**src/rtl/bbr_pkg.sv**
```systemverilog
// ----------------------------------------------------------------------------
// Box blur package
// Shared constants, register indexes and types for the 3x3 RGB box blur.
// ----------------------------------------------------------------------------
package bbr_pkg;

   localparam int CHAN_W  = 8;
   localparam int PIX_W   = 24;
   localparam int N_TAPS  = 9;
   localparam int N_LANES = 3;

   // A 3x3 sum of 8-bit values stays below 2296. Multiplying by
   // ceil(2^16 / 9) and keeping bits above 16 gives the exact floor of the
   // sum over nine across that range.
   localparam int SUM_W      = 12;
   localparam int RECIP_W    = 13;
   localparam int PROD_W     = SUM_W + RECIP_W;
   localparam int DIV9_SHIFT = 16;
   localparam logic [RECIP_W-1:0] DIV9_RECIP = 13'd7282;

   localparam int FRAME_WIDTH_W = 12;
   localparam int HEIGHT_W      = 16;
   localparam int CSR_INDEX_W   = 2;
   localparam int CSR_DATA_W    = 16;

   localparam logic [CSR_INDEX_W-1:0] CSR_FRAME_WIDTH  = 2'd0;
   localparam logic [CSR_INDEX_W-1:0] CSR_FRAME_HEIGHT = 2'd1;

   localparam int RESET_WIDTH = 640;
   localparam logic [HEIGHT_W-1:0] RESET_HEIGHT = 16'd480;

   typedef logic [PIX_W-1:0] pixel_type;
   typedef logic [N_TAPS-1:0][CHAN_W-1:0] taps_type;
   typedef logic [N_LANES-1:0][CHAN_W-1:0] chans_type;

   typedef struct packed {
      logic valid;
      logic pixel;
      logic emit;
      logic interior;
      logic frame_end;
      logic from_window;
   } item_flags_type;

endpackage

```
**src/rtl/bbr_ctrl.sv**
```systemverilog
// ----------------------------------------------------------------------------
// Box blur control
// Frame size registers, input and output raster positions, pending count and
// the flush state; classifies every accepted item.
// ----------------------------------------------------------------------------
module bbr_ctrl #(
   parameter int MAX_WIDTH = 2048
) (
   input  logic                                clock,
   input  logic                                reset,
   input  logic                                csr_we,
   input  logic [bbr_pkg::CSR_INDEX_W-1:0]     csr_index,
   input  logic [bbr_pkg::CSR_DATA_W-1:0]      csr_wdata,
   input  logic                                accept,
   input  logic                                drain,
   output bbr_pkg::item_flags_type             flags,
   output logic [$clog2(MAX_WIDTH)-1:0]        rd_addr
);

   localparam int CW   = $clog2(MAX_WIDTH);
   localparam int WW   = $clog2(MAX_WIDTH + 1);
   localparam int XW   = WW + 1;
   localparam int HW   = bbr_pkg::HEIGHT_W;
   localparam int RW   = HW + 1;
   localparam int FW   = bbr_pkg::FRAME_WIDTH_W;
   localparam int CMPW = WW + FW;
   localparam int ResetWidth =
      (bbr_pkg::RESET_WIDTH > MAX_WIDTH) ? MAX_WIDTH : bbr_pkg::RESET_WIDTH;

   logic [WW-1:0] width_ff, width_in;
   logic [HW-1:0] height_ff, height_in;
   logic [CW-1:0] col_ff, col_in, ocol_ff, ocol_in;
   logic [HW-1:0] row_ff, row_in, orow_ff, orow_in;
   logic [XW-1:0] pend_ff, pend_in;
   logic          flush_ff, flush_in;

   logic [FW-1:0] wr_width;
   logic [XW-1:0] w_x, col_x, ocol_x;
   logic [RW-1:0] h_x, row_x, orow_x;
   logic          col_last, row_last, ocol_last, orow_last;
   logic          pix_emit, drn_emit, full, border;

   always_comb begin
      wr_width  = csr_wdata[FW-1:0];
      width_in  = width_ff;
      height_in = height_ff;
      if (csr_we) begin
         case (csr_index)
            bbr_pkg::CSR_FRAME_WIDTH: begin
               if (wr_width == '0) begin
                  width_in = WW'(1);
               end else if (CMPW'(wr_width) > CMPW'(MAX_WIDTH)) begin
                  width_in = WW'(MAX_WIDTH);
               end else begin
                  width_in = WW'(wr_width);
               end
            end
            bbr_pkg::CSR_FRAME_HEIGHT: begin
               height_in = (csr_wdata == '0) ? HW'(1) : HW'(csr_wdata);
            end
            default: begin
               width_in = width_ff;
            end
         endcase
      end
   end

   always_comb begin
      w_x    = XW'(width_ff);
      col_x  = XW'(col_ff);
      ocol_x = XW'(ocol_ff);
      h_x    = RW'(height_ff);
      row_x  = RW'(row_ff);
      orow_x = RW'(orow_ff);

      col_last  = (col_x + XW'(1)) >= w_x;
      row_last  = (row_x + RW'(1)) >= h_x;
      ocol_last = (ocol_x + XW'(1)) >= w_x;
      orow_last = (orow_x + RW'(1)) >= h_x;

      pix_emit = pend_ff > w_x;
      full     = pend_ff == (w_x + XW'(1));
      drn_emit = flush_ff && (pend_ff != '0);
      border   = (orow_ff == '0) || ((orow_x + RW'(2)) > h_x) ||
                 (ocol_ff == '0) || ((ocol_x + XW'(2)) > w_x);

      flags.valid       = accept;
      flags.pixel       = !drain;
      flags.emit        = drain ? drn_emit : pix_emit;
      flags.interior    = !drain && pix_emit && !border;
      flags.frame_end   = ((orow_x + RW'(1)) == h_x) && ((ocol_x + XW'(1)) == w_x);
      flags.from_window = drain && full;

      rd_addr = drain ? ocol_ff : col_ff;
   end

   always_comb begin
      col_in   = col_ff;
      row_in   = row_ff;
      ocol_in  = ocol_ff;
      orow_in  = orow_ff;
      pend_in  = pend_ff;
      flush_in = flush_ff;
      if (accept) begin
         if (drain) begin
            if (drn_emit) begin
               if (ocol_last) begin
                  ocol_in = '0;
                  orow_in = orow_last ? '0 : orow_ff + HW'(1);
               end else begin
                  ocol_in = ocol_ff + CW'(1);
               end
               pend_in = pend_ff - XW'(1);
               if (pend_ff == XW'(1)) begin
                  flush_in = 1'b0;
               end
            end else if (pend_ff == '0) begin
               flush_in = 1'b0;
            end
         end else begin
            flush_in = col_last && row_last;
            if (col_last) begin
               col_in = '0;
               row_in = row_last ? '0 : row_ff + HW'(1);
            end else begin
               col_in = col_ff + CW'(1);
            end
            if (pix_emit) begin
               if (ocol_last) begin
                  ocol_in = '0;
                  orow_in = orow_last ? '0 : orow_ff + HW'(1);
               end else begin
                  ocol_in = ocol_ff + CW'(1);
               end
            end else begin
               pend_in = pend_ff + XW'(1);
            end
         end
      end
   end

   always_ff @(posedge clock) begin
      if (reset) begin
         width_ff  <= WW'(ResetWidth);
         height_ff <= bbr_pkg::RESET_HEIGHT;
         col_ff    <= '0;
         row_ff    <= '0;
         ocol_ff   <= '0;
         orow_ff   <= '0;
         pend_ff   <= '0;
         flush_ff  <= 1'b0;
      end else begin
         width_ff  <= width_in;
         height_ff <= height_in;
         col_ff    <= col_in;
         row_ff    <= row_in;
         ocol_ff   <= ocol_in;
         orow_ff   <= orow_in;
         pend_ff   <= pend_in;
         flush_ff  <= flush_in;
      end
   end

endmodule

```
**config.mk**
```make
export PLATFORM = sky130hd
export DESIGN_NAME = bbr_ctrl
export DESIGN_NICKNAME = d
export VERILOG_FILES = /design/src/rtl/bbr_pkg.sv /design/src/rtl/bbr_ctrl.sv
export SDC_FILE = /design/constraint.sdc
export NUM_CORES = 1
export LEC_CHECK = 0
export BUFFER_PORTS_ARGS = -buffer_cell sky130_fd_sc_hd__buf_4
export CORE_AREA = 2 2 139 141
export CTS_BUF_LIST = sky130_fd_sc_hd__clkbuf_4
export DETAILED_ROUTE_END_ITERATION = 7
export DIE_AREA = 0 0 141 143
export GPL_TIMING_DRIVEN = 0
export PLACE_DENSITY = 0.6
export SYNTH_ARGS = -nofsm -noshare
export SYNTH_HDL_FRONTEND = slang
export SYNTH_SLANG_ARGS = --single-unit
export TNS_END_PERCENT = 30
```
**constraint.sdc**
```tcl
create_clock -name clock -period 4 [get_ports clock]
set_clock_uncertainty 0.05 [all_clocks]
set_input_delay 0.4 -clock clock [delete_from_list [all_inputs] [get_ports clock]]
set_output_delay 0.4 -clock clock [all_outputs]
set_load 0.01 [all_outputs]
```
==> run summary <==
Hold depth -> 3
Post-synthesis xor/xnor area fraction -> 11.2%
Detail Route met2 WL -> 11.2 mm
Warnings from Yosys -> 0
Post-Synthesis Cells -> 1049
Final Cycle Share -> 95.6%
Global-route wire length before repair -> 38.4 mm
Layout cells sized above 1 -> 13.2%
Critical path required time -> 4.36 ns
Post-Layout Cell Count -> 1343
Critical setup path kind -> flop to flop
I/O Pins -> 40
# setup viols final -> 0
Post-synthesis simple-gate area fraction -> 25.3%
Area occupied by multi-input gates -> 6100 um2
Clock latency on the worst-skew pair -> 0.52 ns
Compound-Gate Fraction of Synth Area -> 16.3%
Pin count of the biggest net entering global routing -> 20
Asr flop ratio synth -> 0%
Metal-1 WL -> 10.9 mm
Tmin final -> 3.82 ns
Number of global-route vias before repair -> 7418
Status -> finished clean
Max Cap Viol -> 0
Final Wtd Congestion -> 0.884
CTS Root Cell -> clkbuf_4
Sequential element share of the synthesized area -> 23.1%
Reg area -> 1940 um2
Die H -> 143 um
Crit path max fanout -> 9
Synthesized area -> 8320 um2
RR Startpoint -> ocol_ff[0]$_SDFFE_PP0P_
Placed insts -> 1320
Post-synth EDFFs -> 0
Synth-to-Final Area Change -> 11.3%
R2R setup slack -> 0.18 ns
Initial Utilization -> 44.8%
Max H-tree Level -> 3
Top layer in use -> met4
CTS tree -> yes
Worst Path Arrival -> 4.18 ns
Drt total wl -> 23.8 mm
WL per Instance -> 17.7 um
Top-area cell type share of the netlist area -> 23.1%
Final setup margin -> 0.178 ns
GRT overflow -> 0
Leak -> 3.93 nW
Hold slack -> 0.0510 ns
Yosys cell types -> 77
Worst-path clk slew -> 0.19 ns
Post-synthesis mux area share -> 1.98%
Highest clock rate -> 0.262 GHz
Row count -> 50
Die area -> 20200 um2
Met3 WL -> 1.01 mm
Worst slew pin tran -> 0.717 ns
Largest family of logic cells by synthesized area -> simple AND/OR/NAND/NOR gates
Reg2reg end -> orow_ff[3]$_SDFFE_PP0P_
Synth area leader -> dfxtp_1
Die Span X -> 141 um
Post-DRT Antenna Nets -> 0
Synth top area cells -> dfxtp_1 23%, ha_1 17%, xnor2_1 7.3%, nand2_1 4.7%, nor2_1 4.1%
Most frequent cells after synthesis -> 110 x ha_1, 104 x nand2_1, 96 x dfxtp_1
Nature of the critical path endpoint -> flop
Top_reg_cell synth -> dfxtp_1
Vias per cell -> 5.70
GRT Util Overall -> 24.0%
Hold Path End -> height_ff[13]$_SDFFE_PP0P_
Dpl ws -> -0.266 ns
Hold Fails Final Rpt -> 0
Drt first-iter violations -> 527
HP Class -> input port to flop
Syn Nets -> 1182
Core Region -> 18600 um2
Yosys reg bits -> 96
Power per Cell Area -> 212 nW/um2
Longest Clk Path Bufs -> 2
Via count of the routed design -> 7659
Most common cell in the synthesized netlist -> ha_1
HPWL after detailed placement -> 18.3 mm
Fill count -> 1895
Hold_sp -> csr_wdata[13]
Hold_buf cts -> 0
Setup TNS -> 0 ns
Reg2Reg Depth -> 13
Syn_area_per_cell -> 7.93 um2
Slew Limit Fails -> 0
Initial antenna violation count -> 1
IO buf count -> 37
Post-Synth Adder-Cell Area -> 16.7%
DR DRC count -> 0
Drt pass-1 iters -> 5
Startpoint types -> flop
Relative slew margins -> 52.2%
Clk sinks -> 96
Layout net count -> 1235
Maximum vdd drop -> 0.000129 V
TritonCTS buffer count -> 9
## power breakdown
group / switching, mW / leakage [nW] / internal [mW]
clock network: 0.415 / 0.0711 / 0.144
registers: 0.0217 / 0.782 / 0.977
logic: 0.242 / 3.08 / 0.159
## worst max path at each step
stage / start / slack [ns] / end / cells after the start
5_1_grt: orow_ff[2]$_SDFFE_PP0P_ / -0.01 / flags[1] / 14
3_3_place_gp: col_ff[0]$_SDFFE_PP0P_ / -0.20 / row_ff[1]$_SDFFE_PP0P_ / 15
6_report: ocol_ff[0]$_SDFFE_PP0P_ / 0.18 / orow_ff[3]$_SDFFE_PP0P_ / 13
3_5_place_dp: col_ff[0]$_SDFFE_PP0P_ / -0.27 / row_ff[1]$_SDFFE_PP0P_ / 15
2_1_floorplan: orow_ff[2]$_SDFFE_PP0P_ / 0.46 / orow_ff[6]$_SDFFE_PP0P_ / 15
4_1_cts: col_ff[0]$_SDFFE_PP0P_ / 0.02 / row_ff[1]$_SDFFE_PP0P_ / 15
## through the flow
| step | utilization [%] | instance area (um2) | power [mW] |
|---|---|---|---|
| after floorplan | - | 8320 | 1.28 |
| after global placement | 47.9 | 8890 | 1.40 |
| after detailed placement | 47.9 | 8890 | 1.40 |
| after CTS | 49.0 | 9110 | 1.97 |
| after global routing | 49.8 | 9260 | 2.06 |
| final | 49.8 | 9260 | 1.96 |
## flip-flops by register name (all words and copies together), names as in the netlist
name       cells
orow_ff       16
width_ff      12
height_ff     16
ocol_ff       11
pend_ff       13
row_ff        16
col_ff        11
flush_ff       1
## routing by layer
layer,vias to the layer above,global-route usage (%)
li1,3871,-
met1,3581,30.9
met2,168,40.9
met3,39,3.92
met4,0,8.53
met5,-,0
## area by class of cell
class | count | share of cell area (%)
multi-input combinational | 845 | 65.9
sequential | 96 | 20.9
timing repair buffer | 44 | 3.57
tap | 234 | 3.16
buffer | 58 | 2.97
inverter | 48 | 1.95
clock buffer | 9 | 0.730
clock inverter | 7 | 0.730
antenna | 2 | 0.0540
## logic make-up (layout without fill, tap and decap cells)
group                      count (synthesis)  after routing
other                                      0              2
muxes                                     15             15
DFF                                       96             96
adders and majority gates                111            111
and+or+nand+nor                          413            413
xor gates and xnor gates                 106            106
buffers and inverters                    108            166
AOI/OAI and AO/OA                        200            200
## worst max-delay path: stages, from the launching register on
cell and delay (ns):
dfxtp_1 0.55, ha_1 0.28, nand3_1 0.25, nor2_2 0.31
xor2_1 0.22, ha_1 0.30, and4b_1 0.21, and3_1 0.20
a221oi_1 0.41, o221ai_4 0.28, and2_4 0.22, buf_6 0.13
nand2_2 0.18, o21ai_0 0.13
## timing repair
item / CTS / global route
resized for setup: 21 / 37
buffers inserted: 3 / 4
endpoints found under the setup margin: 34 / 54
pin swaps: 2 / 9
## layout by cell type, fill, tap and decap left out, types with 33 or more instances in the layout
cell type and count:
ha_1 108, nand2_1 103, dfxtp_1 86, nor2_1 85, xnor2_1 69, a21oi_1 54
buf_4 49, inv_1 44, nand3_1 41, o21ai_0 39, xor2_1 37, clkbuf_1 33
(Power assumes the default switching activity.)
