File: src/rtl/bbr_pkg.sv
// ----------------------------------------------------------------------------
// Box blur package
// Shared constants, register indexes and types for the 3x3 RGB box blur.
// ----------------------------------------------------------------------------
package bbr_pkg;

   localparam int CHAN_W  = 8;
   localparam int PIX_W   = 24;
   localparam int N_TAPS  = 9;
   localparam int N_LANES = 3;

   // A 3x3 sum of 8-bit values stays below 2296. Multiplying by
   // ceil(2^16 / 9) and keeping bits above 16 gives the exact floor of the
   // sum over nine across that range.
   localparam int SUM_W      = 12;
   localparam int RECIP_W    = 13;
   localparam int PROD_W     = SUM_W + RECIP_W;
   localparam int DIV9_SHIFT = 16;
   localparam logic [RECIP_W-1:0] DIV9_RECIP = 13'd7282;

   localparam int FRAME_WIDTH_W = 12;
   localparam int HEIGHT_W      = 16;
   localparam int CSR_INDEX_W   = 2;
   localparam int CSR_DATA_W    = 16;

   localparam logic [CSR_INDEX_W-1:0] CSR_FRAME_WIDTH  = 2'd0;
   localparam logic [CSR_INDEX_W-1:0] CSR_FRAME_HEIGHT = 2'd1;

   localparam int RESET_WIDTH = 640;
   localparam logic [HEIGHT_W-1:0] RESET_HEIGHT = 16'd480;

   typedef logic [PIX_W-1:0] pixel_type;
   typedef logic [N_TAPS-1:0][CHAN_W-1:0] taps_type;
   typedef logic [N_LANES-1:0][CHAN_W-1:0] chans_type;

   typedef struct packed {
      logic valid;
      logic pixel;
      logic emit;
      logic interior;
      logic frame_end;
      logic from_window;
   } item_flags_type;

endpackage

File: src/rtl/bbr_lane.sv
// ----------------------------------------------------------------------------
// Box blur lane
// Sums the nine window values of one colour channel, then divides by nine
// with a reciprocal multiply. Two register stages.
// ----------------------------------------------------------------------------
module bbr_lane (
   input  logic                          clock,
   input  logic                          step,
   input  bbr_pkg::taps_type             taps,
   output logic [bbr_pkg::CHAN_W-1:0]    mean
);

   localparam int SW = bbr_pkg::SUM_W;
   localparam int PW = bbr_pkg::PROD_W;

   logic [SW-1:0] top_sum, mid_sum, bot_sum, sum_in, sum_ff;
   logic [PW-1:0] prod;
   logic [bbr_pkg::CHAN_W-1:0] mean_ff;

   always_comb begin
      top_sum = SW'(taps[0]) + SW'(taps[1]) + SW'(taps[2]);
      mid_sum = SW'(taps[3]) + SW'(taps[4]) + SW'(taps[5]);
      bot_sum = SW'(taps[6]) + SW'(taps[7]) + SW'(taps[8]);
      sum_in  = top_sum + mid_sum + bot_sum;
      prod    = PW'(sum_ff) * PW'(bbr_pkg::DIV9_RECIP);
   end

   always_ff @(posedge clock) begin
      if (step) begin
         sum_ff  <= sum_in;
         mean_ff <= prod[bbr_pkg::DIV9_SHIFT +: bbr_pkg::CHAN_W];
      end
   end

   assign mean = mean_ff;

endmodule

File: config.mk
export PLATFORM = sky130hd
export DESIGN_NAME = bbr_lane
export DESIGN_NICKNAME = d
export VERILOG_FILES = /design/src/rtl/bbr_pkg.sv /design/src/rtl/bbr_lane.sv
export SDC_FILE = /design/constraint.sdc
export NUM_CORES = 1
export LEC_CHECK = 0
export BUFFER_PORTS_ARGS = -buffer_cell sky130_fd_sc_hd__buf_2
export CAP_MARGIN = 20
export CORE_MARGIN = 3
export CORE_UTILIZATION = 58
export CTS_CLUSTER_DIAMETER = 200
export DETAILED_ROUTE_END_ITERATION = 7
export MAX_ROUTING_LAYER = met4
export PLACE_DENSITY = 0.94
export SYNTH_ARGS = -nofsm -noshare
export SYNTH_HDL_FRONTEND = slang
export SYNTH_SLANG_ARGS = --single-unit
File: constraint.sdc
create_clock -name clock -period 5.47 [get_ports clock]
set_input_delay 0.2735 -clock clock [delete_from_list [all_inputs] [get_ports clock]]
set_output_delay 0.2735 -clock clock [all_outputs]
set_load 0.1 [all_outputs]
==> results.json, run 1 <==
{
  "fillers": 526,
  "wl_per_cell_um": 14.6,
  "crit_required_ps": 5490,
  "cts-resized-gates": 0,
  "cts.sinks": 20,
  "synth_top_family_by_area": "adder cells",
  "dieArea_mm2": 0.00853,
  "globalRoute.totalOverflow": 0,
  "cts_buffer_depth": 2,
  "async_flop_share_pct": 0,
  "crit_chain": "inv_1 -> fa_1 -> inv_1 -> ha_1 -> inv_1 -> fa_1 -> inv_1 -> fa_1 -> inv_1 -> fa_1 -> inv_1 -> ha_1 -> nand4_1 -> a21oi_1 -> a21oi_1 -> o21ai_0 -> a21oi_1 -> xnor2_1",
  "syn_nets": 639,
  "synth_mux_area_share_pct": 0,
  "crit_fanout": 4,
  "clock.fmax_mhz": 201,
  "drive_above_1_share_pct": 17.9,
  "vias": 3050,
  "finalSetupViolCount": 0,
  "crit_path_max_incr_delay_ps": 530,
  "cts_inserted_buffers": 3,
  "drv_slew": 0,
  "worst_slew_pin_slew_ps": 584,
  "first_global_vias": 3366,
  "syn_inst": 402,
  "antenna_cells": 0,
  "synth-edff-count": 20,
  "finalHoldViolCount": 0,
  "path_common_cell": "inv_1",
  "die_w_um": 92.4,
  "synth_xor_area_share_pct": 3.44,
  "grt_pass1_wl_mm": 14.7,
  "synth-main-ff-cell": "edfxtp_1",
  "route.final.wire_length_mm": 8.53,
  "dr.pass1.iters": 4,
  "holdBufCountCts": 0,
  "status": "finished, final reports clean",
  "synthAdderAreaFrac_pct": 61.6,
  "synth_seq_area_share_pct": 13.9,
  "yosysUniqueCellTypes": 30,
  "avgViaCountPerCell": 5.24,
  "die_h_um": 92.4,
  "yosys_register_bits": 20,
  "synth-compound-area-share_pct": 6.74,
  "clk_latency_ps": 270,
  "min_period_over_period_pct": 91.0,
  "track_usage_pct": 22.2,
  "cts_tree": "yes",
  "worstPathArrival_ps": 5000,
  "netlist_area_mm2": 0.00433,
  "final_cell_mix": "122 x inv_1, 83 x fa_1, 81 x buf_2",
  "crit_slowest_cell": "fa_1",
  "slew_headroom_pct": 60.7,
  "ant_nets": 0,
  "final_common_cell": "inv_1",
  "initial_core_util_pct": 61.6,
  "yosys_warnings": 0,
  "worstSetupPathType": "reg -> reg",
  "drtIter0Drc": 162,
  "dp.final_hpwl_mm": 7.67,
  "cp-end-kind": "flip-flop",
  "clockRootBuffer": "clkbuf_8",
  "io-pin-count": 82,
  "h-tree-depth": 1,
  "port_buffers": 81,
  "cts_setup_buffers": 0,
  "fin_nets": 724,
  "synth.avg_cell_area_um2": 10.8,
  "synth-simple-area-share_pct": 3.70,
  "skew_ps": 3.47,
  "route.detailed.drc": 0,
  "hold_path_class": "in -> reg",
  "setup_tns_ps": 0,
  "syn2layout_area_growth_pct": 13.7,
  "start_kind": "flip-flop",
  "rsz0062_at_grt": "no",
  "path_clk_slew_ps": 80,
  "max_cap_viol_count": 0,
  "grt_start_max_net_pins": 21,
  "antenna_found_initial": 0,
  "period_needed_ps": 4980,
  "routabilityCongestion": 0.933,
  "coreArea_mm2": 0.00702,
  "row_count": 30
}
## area by class of cell
type | instances | area (um2) | area share [%]
clock buffer | 3 | 41.3 | 0.839
clock inverter | 1 | 30.0 | 0.611
inverter | 122 | 458 | 9.31
multi-input combinational | 259 | 3260 | 66.3
sequential | 20 | 601 | 12.2
tap | 96 | 120 | 2.44
timing repair buffer | 81 | 405 | 8.24
## per-stage QoR
| step | setup slack (ps) | cells | cell area [um2] | hold slack, ps | utilization [%] |
|---|---|---|---|---|---|
| final | 491 | 582 | 4920 | 477 | 70.1 |
| after CTS | 502 | 582 | 4920 | 482 | 70.1 |
| after floorplan | 767 | 402 | 4330 | 386 | - |
| after global placement | 640 | 578 | 4850 | 757 | 69.1 |
| after detailed placement | 537 | 578 | 4850 | 757 | 69.1 |
| after global routing | 270 | 582 | 4920 | 486 | 70.1 |
## metal layers
metal / share of wire (%) / vias to the layer above / global-route usage, %
met3: 4.2 / 9 / 2.03
met5: 0 / - / -
met2: 57 / 83 / 41.1
li1: - / 1433 / -
met4: 1.2 / 0 / 4.58
met1: 38 / 1525 / 26.5
## synth_stat cells (2+ instances only)
| master | count | share of area (%) |
|---|---|---|
| a21boi_0 | 3 | 0.52 |
| nor2_1 | 12 | 1.0 |
| inv_1 | 122 | 11 |
| nand4_1 | 4 | 0.58 |
| a21o_1 | 3 | 0.52 |
| fa_1 | 83 | 38 |
| nor3_1 | 3 | 0.35 |
| edfxtp_1 | 20 | 14 |
| nor2b_1 | 3 | 0.43 |
| nand3_1 | 2 | 0.23 |
| o211ai_1 | 3 | 0.52 |
| xor2_1 | 4 | 0.81 |
| xnor2_1 | 13 | 2.6 |
| o21ai_0 | 10 | 1.2 |
| a211oi_1 | 2 | 0.35 |
| a21oi_1 | 13 | 1.5 |
| nand2_1 | 10 | 0.87 |
| ha_1 | 80 | 23 |
## final timing paths
kind	start	slack, ps	endpoint	cells past startpoint
worst max-delay path	sum_ff[3]$_DFFE_PP_	490	mean[4]$_DFFE_PP_	18
worst min-delay path	taps[64]	480	sum_ff[0]$_DFFE_PP_	3
worst max register to register	sum_ff[3]$_DFFE_PP_	490	mean[4]$_DFFE_PP_	18
worst min register to register	sum_ff[11]$_DFFE_PP_	1150	mean[7]$_DFFE_PP_	3
## kinds of logic after synthesis
| family | Yosys count |
|---|---|
| simple gates | 35 |
| xor+xnor | 17 |
| compound gates | 44 |
| flops | 20 |
| fa+ha+maj | 163 |
| buf+inv | 123 |
## sequential cells by signal, indices dropped and copies added (netlist names)
name and count:
sum_ff 12, mean 8
## worst max-delay path, delay by kind of cell, from the launching register on
family                     cells  cell delay (ps)
and+or+nand+nor                1              100
adders and majority gates      6             2660
DFF                            1              470
AOI/OAI and AO/OA              4              980
xor gates and xnor gates       1              160
buffers and inverters          6              360
Power of run 1 is left out: the tool's default activity adds up to more than one toggle a clock period on the data nets, which glitch-free logic cannot reach.
==> run 2: changes to the inputs <==
CORE_ASPECT_RATIO = 0.7   (was unset)
==> run 2 against run 1 <==
  * Clock skew shrank 2.2 ps
  * Non-clock buffer count stayed put
  * Sequential cell count is the same
  * Largest cell class unchanged
  * Global-route usage up 2.6 points
  * Via count is 1.7% higher
  * Die area is 0.19% higher
  * Hold slack gained 11 ps
  * Count of clock-buffer cells in the layout did not move
==> results.json, run 2 (synthesized netlist as in run 1, its figures left out) <==
{
  "dr.pass1.iters": 5,
  "h-tree-depth": 1,
  "largest_reg_flops": 12,
  "final_common_cell": "inv_1",
  "fin_nets": 724,
  "avgViaCountPerCell": 5.35,
  "start_kind": "flip-flop",
  "first_global_vias": 3465,
  "skew_ps": 1.26,
  "cts_buffer_depth": 2,
  "finalSetupViolCount": 0,
  "cts-resized-gates": 0,
  "finalHoldViolCount": 0,
  "worstSetupPathType": "reg -> reg",
  "worstPathArrival_ps": 5100,
  "worstHoldEndpoint": "sum_ff[0]$_DFFE_PP_",
  "min-delay-start": "taps[64]",
  "hold_path_class": "in -> reg",
  "port_buffers": 81,
  "fin_area_mm2": 0.00492,
  "final_cell_mix": "122 x inv_1, 83 x fa_1, 81 x buf_2",
  "route.detailed.drc": 0,
  "status": "finished, final reports clean",
  "ant_nets": 0,
  "setup_tns_ps": 0,
  "grt_start_max_net_pins": 21,
  "antenna_found_initial": 0,
  "clockRootBuffer": "clkbuf_8",
  "cts_inserted_buffers": 3,
  "crit_fanout": 4,
  "period_needed_ps": 5080,
  "die_h_um": 78.3,
  "grt_pass1_wl_mm": 16.0,
  "max_cap_viol_count": 0,
  "crit_required_ps": 5490,
  "clock.fmax_mhz": 197,
  "row_count": 25,
  "clk_latency_ps": 260,
  "hold_depth": 3,
  "drive_above_1_share_pct": 17.9,
  "track_usage_pct": 24.9,
  "cts.sinks": 20,
  "rsz0062_at_grt": "no",
  "min_period_over_period_pct": 92.9,
  "routabilityCongestion": 0.985,
  "route.final.wire_length_mm": 9.42,
  "cp-end-kind": "flip-flop",
  "r2r_cells": 18,
  "syn2layout_area_growth_pct": 13.7,
  "worstReg2RegEnd": "mean[4]$_DFFE_PP_",
  "dp.final_hpwl_mm": 8.32,
  "drv_slew": 0,
  "initial_core_util_pct": 62.0,
  "io-pin-count": 82,
  "vias": 3102,
  "drtIter0Drc": 170,
  "globalRoute.totalOverflow": 0,
  "holdBufCountCts": 0,
  "die_w_um": 109,
  "rr_startpoint": "sum_ff[3]$_DFFE_PP_",
  "wl_per_cell_um": 16.2,
  "dieArea_mm2": 0.00855,
  "reg2reg_slack_ps": 390,
  "coreArea_mm2": 0.00698,
  "slew_headroom_pct": 57.6,
  "final_core_util_pct": 70.5,
  "postPlaceCellArea_mm2": 0.00484,
  "worst_slew_pin_slew_ps": 629,
  "path_clk_slew_ps": 90,
  "regMostFlops": "sum_ff",
  "fillers": 488,
  "antenna_cells": 0,
  "cts_setup_buffers": 0,
  "cts_tree": "yes"
}
[run 2: cell counts in the layout (fill, tap and decap cells not counted)]
No cell type changed its count.
[run 2: worst max path at each step]
stage / end / slack, ps / cells past startpoint / from
floorplan: mean[2]$_DFFE_PP_ / 770 / 18 / sum_ff[3]$_DFFE_PP_
global placement: mean[2]$_DFFE_PP_ / 650 / 18 / sum_ff[3]$_DFFE_PP_
detailed placement: mean[4]$_DFFE_PP_ / 500 / 18 / sum_ff[3]$_DFFE_PP_
finish: mean[4]$_DFFE_PP_ / 390 / 18 / sum_ff[3]$_DFFE_PP_
CTS: mean[4]$_DFFE_PP_ / 430 / 18 / sum_ff[3]$_DFFE_PP_
global route: mean[4]$_DFFE_PP_ / 130 / 18 / sum_ff[3]$_DFFE_PP_
[run 2: area by class of cell]
cell class              count  area (um2)  area share, %
flip-flops and latches     20         601           12.2
clock buffers               3        41.3          0.840
clock inverters             1        30.0          0.611
multi-input cells         259        3260           66.4
inverters                 122         458           9.32
well taps                  94         118           2.39
repair buffers             81         405           8.25
[run 2: metal layers]
layer | vias up | part of all wire (%) | global-route usage [%]
met4 | 0 | 2.0 | 6.48
met1 | 1521 | 40 | 31.6
met3 | 20 | 6.3 | 3.45
met5 | - | 0 | -
met2 | 129 | 51 | 42.3
li1 | 1432 | - | -
[run 2: worst max-delay path, stage by stage (launching register included)]
cell	delay, ps
edfxtp_1	470
inv_1	90
fa_1	530
inv_1	60
ha_1	310
inv_1	80
fa_1	510
inv_1	50
fa_1	500
inv_1	50
fa_1	520
inv_1	40
ha_1	330
nand4_1	120
a21oi_1	130
a21oi_1	140
o21ai_0	550
a21oi_1	190
xnor2_1	160
[run 2: metrics by stage]
step                      cells  hold slack, ps  worst slack, ps
after global placement      576             763              653
after global routing        580             502              132
after CTS                   580             492              430
after floorplan             402             386              767
after detailed placement    576             758              500
final                       580             487              387
Power of run 2 is left out for the same reason.
==> run 3: changes to the inputs <==
CORE_UTILIZATION = 40   (was 58)
CTS_BUF_LIST = sky130_fd_sc_hd__clkbuf_4 sky130_fd_sc_hd__clkbuf_8   (was unset)
PLACE_DENSITY = 0.72   (was 0.94)
==> run 3 against run 2 <==
  * Count of clock-buffer cells in the layout unchanged
  * Setup slack better by 120 ps
  * Final area up 0.43%
  * Critical endpoint is now mean[2]$_DFFE_PP_
  * Largest cell class unchanged
  * Highest routed layer unchanged
==> results.json, run 3 (synthesized netlist as in run 1, its figures left out) <==
{
  "dp.final_hpwl_mm": 7.20,
  "cts_tree": "yes",
  "period_needed_ps": 4960,
  "largest_reg_flops": 12,
  "crit_required_ps": 5490,
  "hold_depth": 3,
  "holdBufCountCts": 0,
  "drv_slew": 0,
  "wl_per_cell_um": 12.4,
  "dieArea_mm2": 0.0121,
  "drive_above_1_share_pct": 17.7,
  "dr.pass1.iters": 4,
  "multiInputGateArea_mm2": 0.00326,
  "min_period_over_period_pct": 90.7,
  "status": "finished, final reports clean",
  "port_buffers": 81,
  "final_common_cell": "inv_1",
  "first_global_vias": 2955,
  "antenna_found_initial": 0,
  "path_clk_slew_ps": 80,
  "seq_area_um2": 601,
  "clock.fmax_mhz": 202,
  "worstSetupPathType": "reg -> reg",
  "coreArea_mm2": 0.0104,
  "cts_inserted_buffers": 3,
  "route.final.wire_length_mm": 7.69,
  "cts-resized-gates": 0,
  "die_w_um": 130,
  "finalHoldViolCount": 0,
  "skew_ps": 3.73,
  "finalSetupViolCount": 0,
  "row_count": 31,
  "rsz0062_at_grt": "no",
  "rr_startpoint": "sum_ff[3]$_DFFE_PP_",
  "clockRootBuffer": "clkbuf_8",
  "final_cell_mix": "122 x inv_1, 83 x fa_1, 81 x buf_2",
  "regMostFlops": "sum_ff",
  "worstReg2RegEnd": "mean[2]$_DFFE_PP_",
  "crit_chain": "inv_1 -> fa_1 -> inv_1 -> ha_1 -> inv_1 -> fa_1 -> inv_1 -> fa_1 -> inv_1 -> fa_1 -> inv_1 -> ha_1 -> a211o_1 -> o211ai_1 -> a21oi_1 -> a311o_1 -> a21oi_2 -> xnor2_1",
  "postPlaceCellArea_mm2": 0.00489,
  "setup_tns_ps": 0,
  "path_common_cell": "inv_1",
  "r2r_cells": 18,
  "layout.cells.non_filler": 618,
  "crit_slowest_cell": "fa_1",
  "max_cap_viol_count": 0,
  "dp.cells": 614,
  "antenna_cells": 0,
  "ant_nets": 0,
  "cts_setup_buffers": 0,
  "critPathLaunch": "sum_ff[3]$_DFFE_PP_",
  "vias": 2901,
  "cts.sinks": 20,
  "io-pin-count": 82,
  "globalRoute.totalOverflow": 0,
  "crit_fanout": 4,
  "grt_start_max_net_pins": 21,
  "syn2layout_area_growth_pct": 14.1,
  "route.detailed.drc": 0,
  "h-tree-depth": 1,
  "slew_headroom_pct": 64.3,
  "cp-end-kind": "flip-flop",
  "endpoint": "mean[2]$_DFFE_PP_",
  "track_usage_pct": 14.0,
  "drtIter0Drc": 110,
  "routabilityCongestion": 0.907,
  "grt_pass1_wl_mm": 13.2,
  "start_kind": "flip-flop",
  "worstPathArrival_ps": 4980,
  "fillers": 949,
  "reg2reg_slack_ps": 510,
  "fin_nets": 724,
  "hold_path_class": "in -> reg",
  "avgViaCountPerCell": 4.69,
  "cts_buffer_depth": 2,
  "initial_core_util_pct": 41.5,
  "clk_latency_ps": 260,
  "fin_area_mm2": 0.00494,
  "worst_slew_pin_slew_ps": 529,
  "die_h_um": 93,
  "crit_path_max_incr_delay_ps": 540
}
-- run 3: changes by cell type in the layout (fill, tap and decap cells not counted), sizes merged --
cell    before  now
clkinv       0    1
bufinv       1    0
-- run 3: worst min path at each step --
| stage | from | endpoint | slack (ps) |
|---|---|---|---|
| 2_1_floorplan | step | mean[0]$_DFFE_PP_ | 390 |
| 3_3_place_gp | step | mean[7]$_DFFE_PP_ | 770 |
| 3_5_place_dp | taps[64] | sum_ff[0]$_DFFE_PP_ | 770 |
| 4_1_cts | taps[64] | sum_ff[0]$_DFFE_PP_ | 490 |
| 5_1_grt | taps[64] | sum_ff[0]$_DFFE_PP_ | 490 |
| 6_report | taps[64] | sum_ff[0]$_DFFE_PP_ | 490 |
-- run 3: metrics by stage --
| step | utilization, % | setup WS [ps] | hold WS [ps] |
|---|---|---|---|
| 5_1_grt | 47.3 | 240 | 490 |
| 3_3_place_gp | 46.9 | 645 | 770 |
| 2_1_floorplan | - | 767 | 386 |
| 4_1_cts | 47.3 | 501 | 489 |
| 3_5_place_dp | 46.9 | 515 | 771 |
| 6_report | 47.3 | 511 | 486 |
-- run 3: final cells by class --
class / instances / area share, %
repair buffers: 81 / 8.21
multi-input cells: 259 / 66.1
clock inverters: 1 / 0.0760
clock buffers: 3 / 0.836
flip-flops and latches: 20 / 12.2
well taps: 132 / 3.35
inverters: 122 / 9.28
-- run 3: layer usage --
layer | global-route usage (%) | up-vias | share of wire [%]
met2 | 21.9 | 52 | 48
met5 | - | - | 0
met4 | 2.60 | 0 | 0.82
met1 | 19.9 | 1414 | 46
li1 | - | 1430 | -
met3 | 1.94 | 5 | 4.4
-- run 3: worst max-delay path: cells and delay by family (launching register included) --
family                   cells  cell delay, ps
buffers and inverters        6             360
flip-flops                   1             470
XOR/XNOR                     1              70
AO/OA/AOI/OAI                5            1130
adder cells (fa/ha/maj)      6            2680
Power of run 3 is left out for the same reason.
