<file path="config.mk">
export PLATFORM = sky130hd
export DESIGN_NAME = bbr_merge
export DESIGN_NICKNAME = d
export VERILOG_FILES = /design/src/rtl/bbr_pkg.sv /design/src/rtl/bbr_merge.sv
export SDC_FILE = /design/constraint.sdc
export NUM_CORES = 1
export LEC_CHECK = 0
export BUFFER_PORTS_ARGS = -buffer_cell sky130_fd_sc_hd__buf_2
export CORE_MARGIN = 2
export CORE_UTILIZATION = 40
export CTS_CLUSTER_DIAMETER = 30
export DETAILED_ROUTE_END_ITERATION = 8
export MAX_ROUTING_LAYER = met4
export PLACE_DENSITY_LB_ADDON = 0.15
export SYNTH_ARGS = -nofsm -noshare
export SYNTH_HDL_FRONTEND = slang
export SYNTH_SLANG_ARGS = --single-unit
</file>
<file path="constraint.sdc">
create_clock -name clock -period 2.8 [get_ports clock]
set_input_delay 0.56 -clock clock [delete_from_list [all_inputs] [get_ports clock]]
set_output_delay 0.56 -clock clock [all_outputs]
set_load 0.02 [all_outputs]
</file>
<file path="src/rtl/bbr_pkg.sv">
// ----------------------------------------------------------------------------
// Box blur package
// Shared constants, register indexes and types for the 3x3 RGB box blur.
// ----------------------------------------------------------------------------
package bbr_pkg;

   localparam int CHAN_W  = 8;
   localparam int PIX_W   = 24;
   localparam int N_TAPS  = 9;
   localparam int N_LANES = 3;

   // A 3x3 sum of 8-bit values stays below 2296. Multiplying by
   // ceil(2^16 / 9) and keeping bits above 16 gives the exact floor of the
   // sum over nine across that range.
   localparam int SUM_W      = 12;
   localparam int RECIP_W    = 13;
   localparam int PROD_W     = SUM_W + RECIP_W;
   localparam int DIV9_SHIFT = 16;
   localparam logic [RECIP_W-1:0] DIV9_RECIP = 13'd7282;

   localparam int FRAME_WIDTH_W = 12;
   localparam int HEIGHT_W      = 16;
   localparam int CSR_INDEX_W   = 2;
   localparam int CSR_DATA_W    = 16;

   localparam logic [CSR_INDEX_W-1:0] CSR_FRAME_WIDTH  = 2'd0;
   localparam logic [CSR_INDEX_W-1:0] CSR_FRAME_HEIGHT = 2'd1;

   localparam int RESET_WIDTH = 640;
   localparam logic [HEIGHT_W-1:0] RESET_HEIGHT = 16'd480;

   typedef logic [PIX_W-1:0] pixel_type;
   typedef logic [N_TAPS-1:0][CHAN_W-1:0] taps_type;
   typedef logic [N_LANES-1:0][CHAN_W-1:0] chans_type;

   typedef struct packed {
      logic valid;
      logic pixel;
      logic emit;
      logic interior;
      logic frame_end;
      logic from_window;
   } item_flags_type;

endpackage

</file>
<file path="src/rtl/bbr_merge.sv">
// ----------------------------------------------------------------------------
// Box blur merge and output register
// Joins the three lane means, or the unfiltered pixel on the border, into
// one result item and holds it until the consumer takes it.
// ----------------------------------------------------------------------------
module bbr_merge (
   input  logic                          clock,
   input  logic                          reset,
   input  bbr_pkg::item_flags_type       flags,
   input  bbr_pkg::chans_type            means,
   input  bbr_pkg::pixel_type            pass,
   input  logic                          rsp_ready,
   output logic                          rsp_valid,
   output logic [bbr_pkg::CHAN_W-1:0]    rsp_blue_out,
   output logic [bbr_pkg::CHAN_W-1:0]    rsp_green_out,
   output logic [bbr_pkg::CHAN_W-1:0]    rsp_red_out,
   output logic                          rsp_frame_end,
   output logic                          hold
);

   logic               rsp_valid_ff, rsp_valid_in;
   logic               load;
   bbr_pkg::pixel_type pix_ff, pix_in;
   logic               end_ff;

   always_comb begin
      hold         = flags.valid && flags.emit && rsp_valid_ff && !rsp_ready;
      load         = flags.valid && flags.emit && !hold;
      rsp_valid_in = load || (rsp_valid_ff && !rsp_ready);
      pix_in       = flags.interior ? bbr_pkg::pixel_type'(means) : pass;
   end

   always_ff @(posedge clock) begin
      if (reset) begin
         rsp_valid_ff <= 1'b0;
      end else begin
         rsp_valid_ff <= rsp_valid_in;
      end
   end

   always_ff @(posedge clock) begin
      if (load) begin
         pix_ff <= pix_in;
         end_ff <= flags.frame_end;
      end
   end

   assign rsp_valid     = rsp_valid_ff;
   assign rsp_blue_out  = pix_ff[0 +: bbr_pkg::CHAN_W];
   assign rsp_green_out = pix_ff[bbr_pkg::CHAN_W +: bbr_pkg::CHAN_W];
   assign rsp_red_out   = pix_ff[2*bbr_pkg::CHAN_W +: bbr_pkg::CHAN_W];
   assign rsp_frame_end = end_ff;

endmodule

</file>
==> run_results.csv, run 1 <==
group,metric,value,unit
routing,via_per_inst,4.63,
critical_path,cp_max_fo,3,
critical_path,cp.depth,4,
critical_path,path_delay_family,"buffers and inverters",
routing,dr.pass1.iters,6,
critical_path,cpMaxStageDelayCell,"buf_2",
die,io_pins,84,
yosys,ys_seq_area_share,64.6,%
yosys,netlist_area,1190,um2
sta,finalSetupViolCount,0,
hold_path,min_delay_path_depth,2,
cts,cts.clk_slew.worst_paths,0.14,ns
yosys,synth.top_cells.by_count,"edfxtp_1 (25), mux2_4 (20), mux2_2 (4)",
global_routing,grt_max_degree,25,
routing,wl_per_cell,13.1,um
die,num_rows,19,
sta,slew_viol_final,0,
die,core_region_area,2810,um2
routing,drtIter0Drc,10,
sta,fin_crit_sh,57.9,%
global_routing,globalRouteTotalUtil,13.6,%
finish,ff_latch_area,771,um2
yosys,synth-seq-cells,26,
global_routing,overflow,0,
placement,routabilityCongestion,0.604,
pwr,peakVddDrop,0.237,mV
critical_path,worstRegToRegCells,3,
cts,post-cts-setup-buffers,0,
sta,worst-slew-pin-transition,0.725,ns
yosys,synthCells,58,
hold_path,min_path_type,"in2reg",
critical_path,critPathMostFrequentCell,"buf_2",
pwr,pwr_density_cell,516,nW/um2
finish,nFillCells,246,
sta,finalHoldViolCount,0,
sta,finalCriticalPeriod,1.62,ns
yosys,synth_edf_count,25,
die,dieHeight,58.6,um
finish,multi_input_area,373,um2
cts,clock_latency,0.32,ns
routing,antenna_left,0,
sta,setup_tns,0,ns
yosys,synth-simple-area-share,1.68,%
global_routing,grt_pass1_wl,3.32,mm
critical_path,cp-end-kind,"output port",
finish,drive_gt1_share,78.7,%
cts,numCtsBuffers,3,
critical_path,cp_data_required_time,2.24,ns
cts,cts_hold_buf,0,
critical_path,worstPathCellList,"buf_2 -> nand2b_1 -> nor2_1 -> buf_2",
routing,drc,5,
yosys,yosys_warnings,0,
placement,numPortBuffers,81,
sta,fin_skew,0.00495,ns
yosys,synth.most_common_cell,"edfxtp_1",
yosys,synth_xor_area_share,0,%
placement,dpl.hpwl,1.74,mm
routing,vias,797,
yosys,synth_nets,115,
cts,cts_sinks,26,
finish,final_core_util,58.7,%
die,die_x,58.6,um
critical_path,critPathLaunchType,"input pin",
run_status,violations,"design-rule violations",
yosys,async_flop_share,0,%
global_routing,grt_pass1_vias,790,
sta,slew_headroom,51.7,%
yosys,synth_adder_area_share,0,%
cts,cts_tree,"built",
yosys,synth_top_cell_by_area,"edfxtp_1",
routing,routed_wl,2.25,mm
yosys,synth_mux_area_share,29.0,%
cts,cts_max_level,1,
yosys,synth_top_family_by_area,"multiplexers",
pwr,leakage,0.787,nW
finish,nets,199,
sta,rsz0062_at_grt,"no",
critical_path,cp.arrival,1.06,ns
yosys,post_synth_main_area_contributors,"edfxtp_1 (63%), mux2_4 (25%), mux2_2 (3.8%), buf_12 (3.4%), dfxtp_1 (1.7%)",
global_routing,antenna_found_initial,0,
yosys,synth_compound_area_share,0.420,%
critical_path,crit_type,"in2out",
die,die_area,3430,um2
cts,root_buffer,"clkbuf_4",
yosys,avgSynthCellArea,20.6,um2
yosys,yosysTopAreaCellShare,63.0,%
run_status,status,"finished, violations left",
yosys,ys.flop_type,"edfxtp_1",
sta,max_clock_freq,617,MHz
yosys,synth_cell_type_count,11,
flow_run,cap_violations,0,
cts,clock_path_buffers,2,
critical_path,crit_path_max_incr_delay,0.17,ns
cts,cts-resized-gates,0,
die,start_util,42.5,%
critical_path,worst-path-buf-inv,2,
finish,area_growth,38.2,%
finish,n_antenna_cell,0,
-- cell families after synthesis --
group | Yosys count
flops | 26
buf+inv | 3
simple gates | 4
mux | 24
compound gates | 1
-- layout by cell type, fill, tap and decap left out, drive strengths merged --
master / synthesis / final
buf: 3 / 82
nand2: 1 / 1
bufinv: 0 / 1
nand2b: 1 / 1
edfxtp: 25 / 25
dfxtp: 1 / 1
nor2b: 1 / 1
nor2: 1 / 1
mux2: 24 / 24
a21oi: 1 / 1
clkbuf: 0 / 3
-- sequential cells by signal, indices dropped and copies added, names as in the netlist --
| name | count |
|---|---|
| pix_ff | 24 |
| rsp_frame_end | 1 |
| rsp_valid | 1 |
-- through the flow --
stage | total power, mW | instances | hold WS, ns | setup WS, ns | area [um2]
after floorplan | 0.553 | 58 | 0.580 | 0.542 | 1190
after global placement | 0.601 | 168 | 0.490 | 0.863 | 1600
final | 0.851 | 172 | 0.388 | 1.18 | 1650
after CTS | 0.862 | 172 | 0.373 | 1.18 | 1650
after global routing | 0.889 | 172 | 0.356 | 1.12 | 1650
after detailed placement | 0.607 | 168 | 0.522 | 0.850 | 1600
-- cell type report --
cell class                 instances  area share, %
sequential                        26           46.8
tap                               31           2.35
clock inverter                     1           1.82
multi-input combinational         29           22.6
timing repair buffer              82           25.1
clock buffer                       3           1.37
-- path summary, 6_finish.rpt --
| check | from | to | slack [ns] |
|---|---|---|---|
| max | rsp_ready | hold | 1.18 |
| min | reset | rsp_valid$_SDFF_PP0_ | 0.39 |
| max reg2reg | rsp_valid$_SDFF_PP0_ | pix_ff[3]$_DFFE_PP_ | 1.25 |
| min reg2reg | rsp_valid$_SDFF_PP0_ | rsp_valid$_SDFF_PP0_ | 0.53 |
-- power by group --
part	total (mW)	internal [mW]	switching, mW
Sequential	0.455	0.451	0.00407
Clock	0.256	0.145	0.111
Combinational	0.141	0.0778	0.0628
Total	0.851	0.673	0.178
-- routing by layer --
layer | share of wire [%] | wire length [um] | vias up | global-route usage (%)
met4 | 0.67 | 15 | 0 | 4.87
met5 | 0 | 0 | - | -
met2 | 52 | 1180 | 46 | 25.0
li1 | - | - | 388 | -
met3 | 9.3 | 210 | 2 | 3.08
met1 | 38 | 849 | 361 | 14.0
Note: power is estimated with default switching activity, not from simulation.
==> inputs of run 2 (changes only) <==
clock period = 1.5 ns   (was 2.8 ns; I/O delays follow)
==> run 2 against run 1 <==
The flow still finishes with violations (design-rule violations). Critical path depth is 1 lower. Die area stayed put. Design area is 2.3% higher. Combinational power is 94% higher. First-iteration DRC count is 50% higher. Worst hold slack worse by 0.27 ns. Via count is 0.75% lower. Critical endpoint unchanged. Critical path type is now reg2out. Sequential share of layout area is 1.0 points lower. Final cell count is 0.58% higher.
==> run_results.csv, run 2 (synthesis gave the netlist of run 1 again) <==
group,metric,value,unit
run_status,status,"finished, violations left",
run_status,violations,"design-rule violations",
global_routing,use_met1,12.9,%
cts,clock_latency,0.31,ns
cts,cts_tree,"built",
placement,dpl.hpwl,1.69,mm
finish,n_antenna_cell,0,
critical_path,worstPathCellList,"nand2b_1 -> nor2_1 -> buf_2",
cts,cts_sinks,26,
global_routing,gr-usage-met2,23.8,%
hold_path,min_delay_path_depth,2,
hold_path,min_from,"reset",
sta,slew_viol_final,0,
critical_path,cp-end-kind,"output port",
global_routing,grt_pass1_wl,3.22,mm
sta,finalHoldViolCount,0,
sta,finalSetupViolCount,0,
die,die_x,58.6,um
critical_path,crit_type,"reg2out",
global_routing,grt_max_degree,26,
pwr,pwr_density_cell,944,nW/um2
global_routing,grt_pass1_vias,768,
finish,nets,200,
die,io_pins,84,
critical_path,crit_path_max_incr_delay,0.35,ns
routing,routed_wl,2.18,mm
critical_path,cpMaxStageDelayCell,"dfxtp_1",
critical_path,cp_max_fo,3,
critical_path,cp_data_required_time,1.20,ns
pwr,peakVddDrop,0.500,mV
cts,root_buffer,"clkbuf_4",
die,die_area,3430,um2
sta,max_clock_freq,773,MHz
finish,final_common_cell,"buf_2",
routing,via_per_inst,4.57,
finish,largest_reg_flops,24,
critical_path,path_delay_family,"flip-flops",
sta,rsz0062_at_grt,"no",
global_routing,busiest_layer,"met2",
routing,dr.pass1.iters,6,
finish,final_cell_mix,"buf_2 (81), edfxtp_1 (25), mux2_4 (20)",
flow_run,cap_violations,0,
cts,post-cts-setup-buffers,0,
placement,routabilityCongestion,0.702,
hold_path,min_to,"rsp_valid$_SDFF_PP0_",
placement,numPortBuffers,81,
placement,dp_slack,0.263,ns
critical_path,worstRegToRegCells,3,
sta,setup_ws,0.206,ns
critical_path,timing.rr.end,"pix_ff[15]$_DFFE_PP_",
die,dieHeight,58.6,um
sta,slew_headroom,88.5,%
routing,drtIter0Drc,15,
routing,antenna_left,0,
finish,area_growth,41.3,%
hold_path,min_path_type,"in2reg",
critical_path,cp.depth,3,
global_routing,use_met3,3.74,%
sta,worst-slew-pin-transition,0.172,ns
finish,regMostFlops,"pix_ff",
critical_path,cp.arrival,0.99,ns
finish,drive_gt1_share,78.9,%
cts,numCtsBuffers,3,
cts,cts_hold_buf,0,
sta,fin_crit_sh,86.3,%
die,core_region_area,2810,um2
die,start_util,42.5,%
cts,cts_max_level,1,
critical_path,worst-path-buf-inv,1,
sta,setup_tns,0,ns
pwr,leakage,0.807,nW
routing,wl_per_cell,12.6,um
cts,cts-resized-gates,0,
sta,fin_skew,0.00393,ns
critical_path,r2r_slack,0.42,ns
cts,cts.clk_slew.worst_paths,0.13,ns
global_routing,antenna_found_initial,0,
routing,drc,6,
global_routing,overflow,0,
critical_path,crit-reg2reg-launch,"rsp_valid$_SDFF_PP0_",
die,num_rows,19,
cts,clock_path_buffers,2,
sta,finalCriticalPeriod,1.29,ns
critical_path,critPathLaunchType,"flip-flop",
routing,vias,791,
global_routing,globalRouteTotalUtil,13.0,%
[run 2: cell types whose count changed in the layout (fill, tap and decap cells not counted), sizes merged]
cell	previous run	this run
buf	82	83
[run 2: report_power, final]
| group | internal (mW) | switching [mW] |
|---|---|---|
| Sequential | 0.841 | 0.00699 |
| Combinational | 0.155 | 0.119 |
| Clock | 0.270 | 0.200 |
| Total | 1.27 | 0.326 |
[run 2: area by class of cell]
class	count	area, um2
Sequential cell	26	771
Multi-Input combinational cell	29	378
Clock buffer	3	22.5
Clock inverter	1	30.0
Tap cell	31	38.8
Timing Repair Buffer	83	445
Fill cell	243	1120
[run 2: per-stage QoR]
| stage | power (mW) | cells | instance area [um2] | hold WS, ns | util (%) |
|---|---|---|---|---|---|
| 4_1_cts | 1.62 | 173 | 1690 | 0.112 | 60.1 |
| 6_report | 1.59 | 173 | 1690 | 0.122 | 60.1 |
| 3_5_place_dp | 1.14 | 169 | 1630 | 0.466 | 58.2 |
| 2_1_floorplan | 1.03 | 58 | 1200 | 0.369 | - |
| 5_1_grt | 1.66 | 173 | 1690 | 0.100 | 60.1 |
| 3_3_place_gp | 1.13 | 169 | 1630 | 0.454 | 58.2 |
[run 2: worst max-delay path by stage]
stage	from	to
after floorplan	rsp_valid$_SDFF_PP0_	pix_ff[0]$_DFFE_PP_
after global routing	rsp_valid$_SDFF_PP0_	hold
after CTS	rsp_valid$_SDFF_PP0_	hold
after detailed placement	flags[2]	pix_ff[21]$_DFFE_PP_
final	rsp_valid$_SDFF_PP0_	hold
after global placement	flags[2]	pix_ff[23]$_DFFE_PP_
[run 2: routing by layer]
| metal | wire length, um | share of wire, % |
|---|---|---|
| met3 | 225 | 10 |
| met2 | 1170 | 54 |
| met4 | 15 | 0.69 |
| met5 | 0 | 0 |
| met1 | 769 | 35 |
==> inputs of run 3 (changes only) <==
PLACE_DENSITY = 0.76   (was not set)
PLACE_DENSITY_LB_ADDON = not set   (was 0.15)
==> run 3 against run 2 <==
The flow still finishes with violations (design-rule violations). Final cell count up 0.58%. Critical path depth unchanged. Utilization up 0.71 points. Combinational power up 4%. Fmax about the same. Setup slack about the same. Clock skew up 0.0040 ns. Die area unchanged. Largest cell class unchanged.
==> run_results.csv, run 3 (synthesis gave the netlist of run 1 again) <==
group,metric,value,unit
finish,final_cell_mix,"buf_2 (81), edfxtp_1 (25), mux2_4 (20)",
finish,drive_gt1_share,79.0,%
cts,post-cts-setup-buffers,0,
cts,root_buffer,"clkbuf_4",
global_routing,antenna_found_initial,0,
cts,cts-resized-gates,0,
critical_path,cp.arrival,0.99,ns
critical_path,critPathLaunchType,"flip-flop",
finish,n_antenna_cell,0,
sta,finalHoldViolCount,0,
placement,routabilityCongestion,0.665,
die,dieHeight,58.6,um
critical_path,crit_type,"reg2out",
critical_path,crit_path_max_incr_delay,0.35,ns
finish,fin_cells,174,
sta,fin_skew,0.00793,ns
cts,clock_path_buffers,2,
critical_path,path_delay_family,"flip-flops",
placement,numPortBuffers,81,
finish,largest_reg_flops,24,
hold_path,min_delay_path_depth,2,
critical_path,cp-end-kind,"output port",
finish,regMostFlops,"pix_ff",
routing,wl_per_cell,13.6,um
routing,drtIter0Drc,33,
cts,cts_hold_buf,0,
routing,drc,8,
global_routing,grt_max_degree,26,
hold_path,min_path_type,"in2reg",
finish,area_growth,43.0,%
die,num_rows,19,
cts,numCtsBuffers,3,
critical_path,cp.depth,3,
global_routing,globalRouteTotalUtil,12.8,%
sta,slew_viol_final,0,
critical_path,worst-path-buf-inv,1,
critical_path,cpMaxStageDelayCell,"dfxtp_1",
placement,dpl.hpwl,1.85,mm
routing,routed_wl,2.36,mm
cts,clock_latency,0.31,ns
routing,vias,822,
global_routing,overflow,0,
cts,cts_tree,"built",
cts,cts_sinks,26,
critical_path,worstRegToRegCells,3,
global_routing,grt_pass1_vias,745,
pwr,pwr_density_cell,940,nW/um2
routing,antenna_left,0,
sta,setup_tns,0,ns
sta,finalCriticalPeriod,1.29,ns
run_status,violations,"design-rule violations",
run_status,status,"finished, violations left",
sta,finalSetupViolCount,0,
sta,max_clock_freq,773,MHz
flow_run,cap_violations,0,
sta,rsz0062_at_grt,"no",
routing,dr.pass1.iters,6,
cts,cts.clk_slew.worst_paths,0.14,ns
finish,final_common_cell,"buf_2",
cts,cts_max_level,1,
sta,fin_crit_sh,86.2,%
global_routing,grt_pass1_wl,3.10,mm
critical_path,worstPathCellList,"nand2b_1 -> nor2_1 -> buf_2",
pwr,leakage,0.816,nW
critical_path,cp_data_required_time,1.20,ns
placement,dp.cells,170,
die,die_area,3430,um2
die,core_region_area,2810,um2
critical_path,cp_max_fo,3,
die,io_pins,84,
finish,nets,201,
die,start_util,42.5,%
sta,slew_headroom,83.1,%
sta,worst-slew-pin-transition,0.254,ns
die,die_x,58.6,um
pwr,peakVddDrop,0.429,mV
routing,via_per_inst,4.72,
## run 3: path summary, 6_finish.rpt
check / from / endpoint / slack, ns
worst min-delay path: reset / rsp_valid$_SDFF_PP0_ / 0.11
worst max register to register: rsp_valid$_SDFF_PP0_ / pix_ff[0]$_DFFE_PP_ / 0.42
worst max-delay path: rsp_valid$_SDFF_PP0_ / hold / 0.21
worst min register to register: rsp_valid$_SDFF_PP0_ / rsp_valid$_SDFF_PP0_ / 0.53
## run 3: report_power, final
group / total (mW) / leakage [nW] / switching (mW) / internal, mW
clock: 0.471 / 0.0279 / 0.201 / 0.270
sequential: 0.849 / 0.242 / 0.00799 / 0.841
combinational: 0.283 / 0.546 / 0.123 / 0.160
## run 3: per-stage QoR
step | setup slack, ns | total power [mW] | instance area (um2) | util (%) | hold WS, ns
after floorplan | 0.172 | 1.03 | 1200 | - | 0.369
after global placement | 0.207 | 1.14 | 1650 | 58.9 | 0.458
after detailed placement | 0.183 | 1.15 | 1650 | 58.9 | 0.460
after CTS | 0.187 | 1.62 | 1710 | 60.8 | 0.104
after global routing | 0.117 | 1.67 | 1710 | 60.8 | 0.0863
final | 0.206 | 1.60 | 1710 | 60.8 | 0.112
## run 3: metal layers
metal | up-vias | routed length (um) | global-route usage [%]
met5 | - | 0 | -
met4 | 0 | 23 | 5.84
met2 | 54 | 1220 | 24.6
li1 | 391 | - | -
met3 | 2 | 259 | 2.64
met1 | 375 | 860 | 12.1
## run 3: cell type report
cell class                 count  area, um2
fill                         207       1100
sequential                    26        771
timing repair buffer          84        465
multi-input combinational     29        378
tap                           31       38.8
clock inverter                 1       30.0
clock buffer                   3       22.5
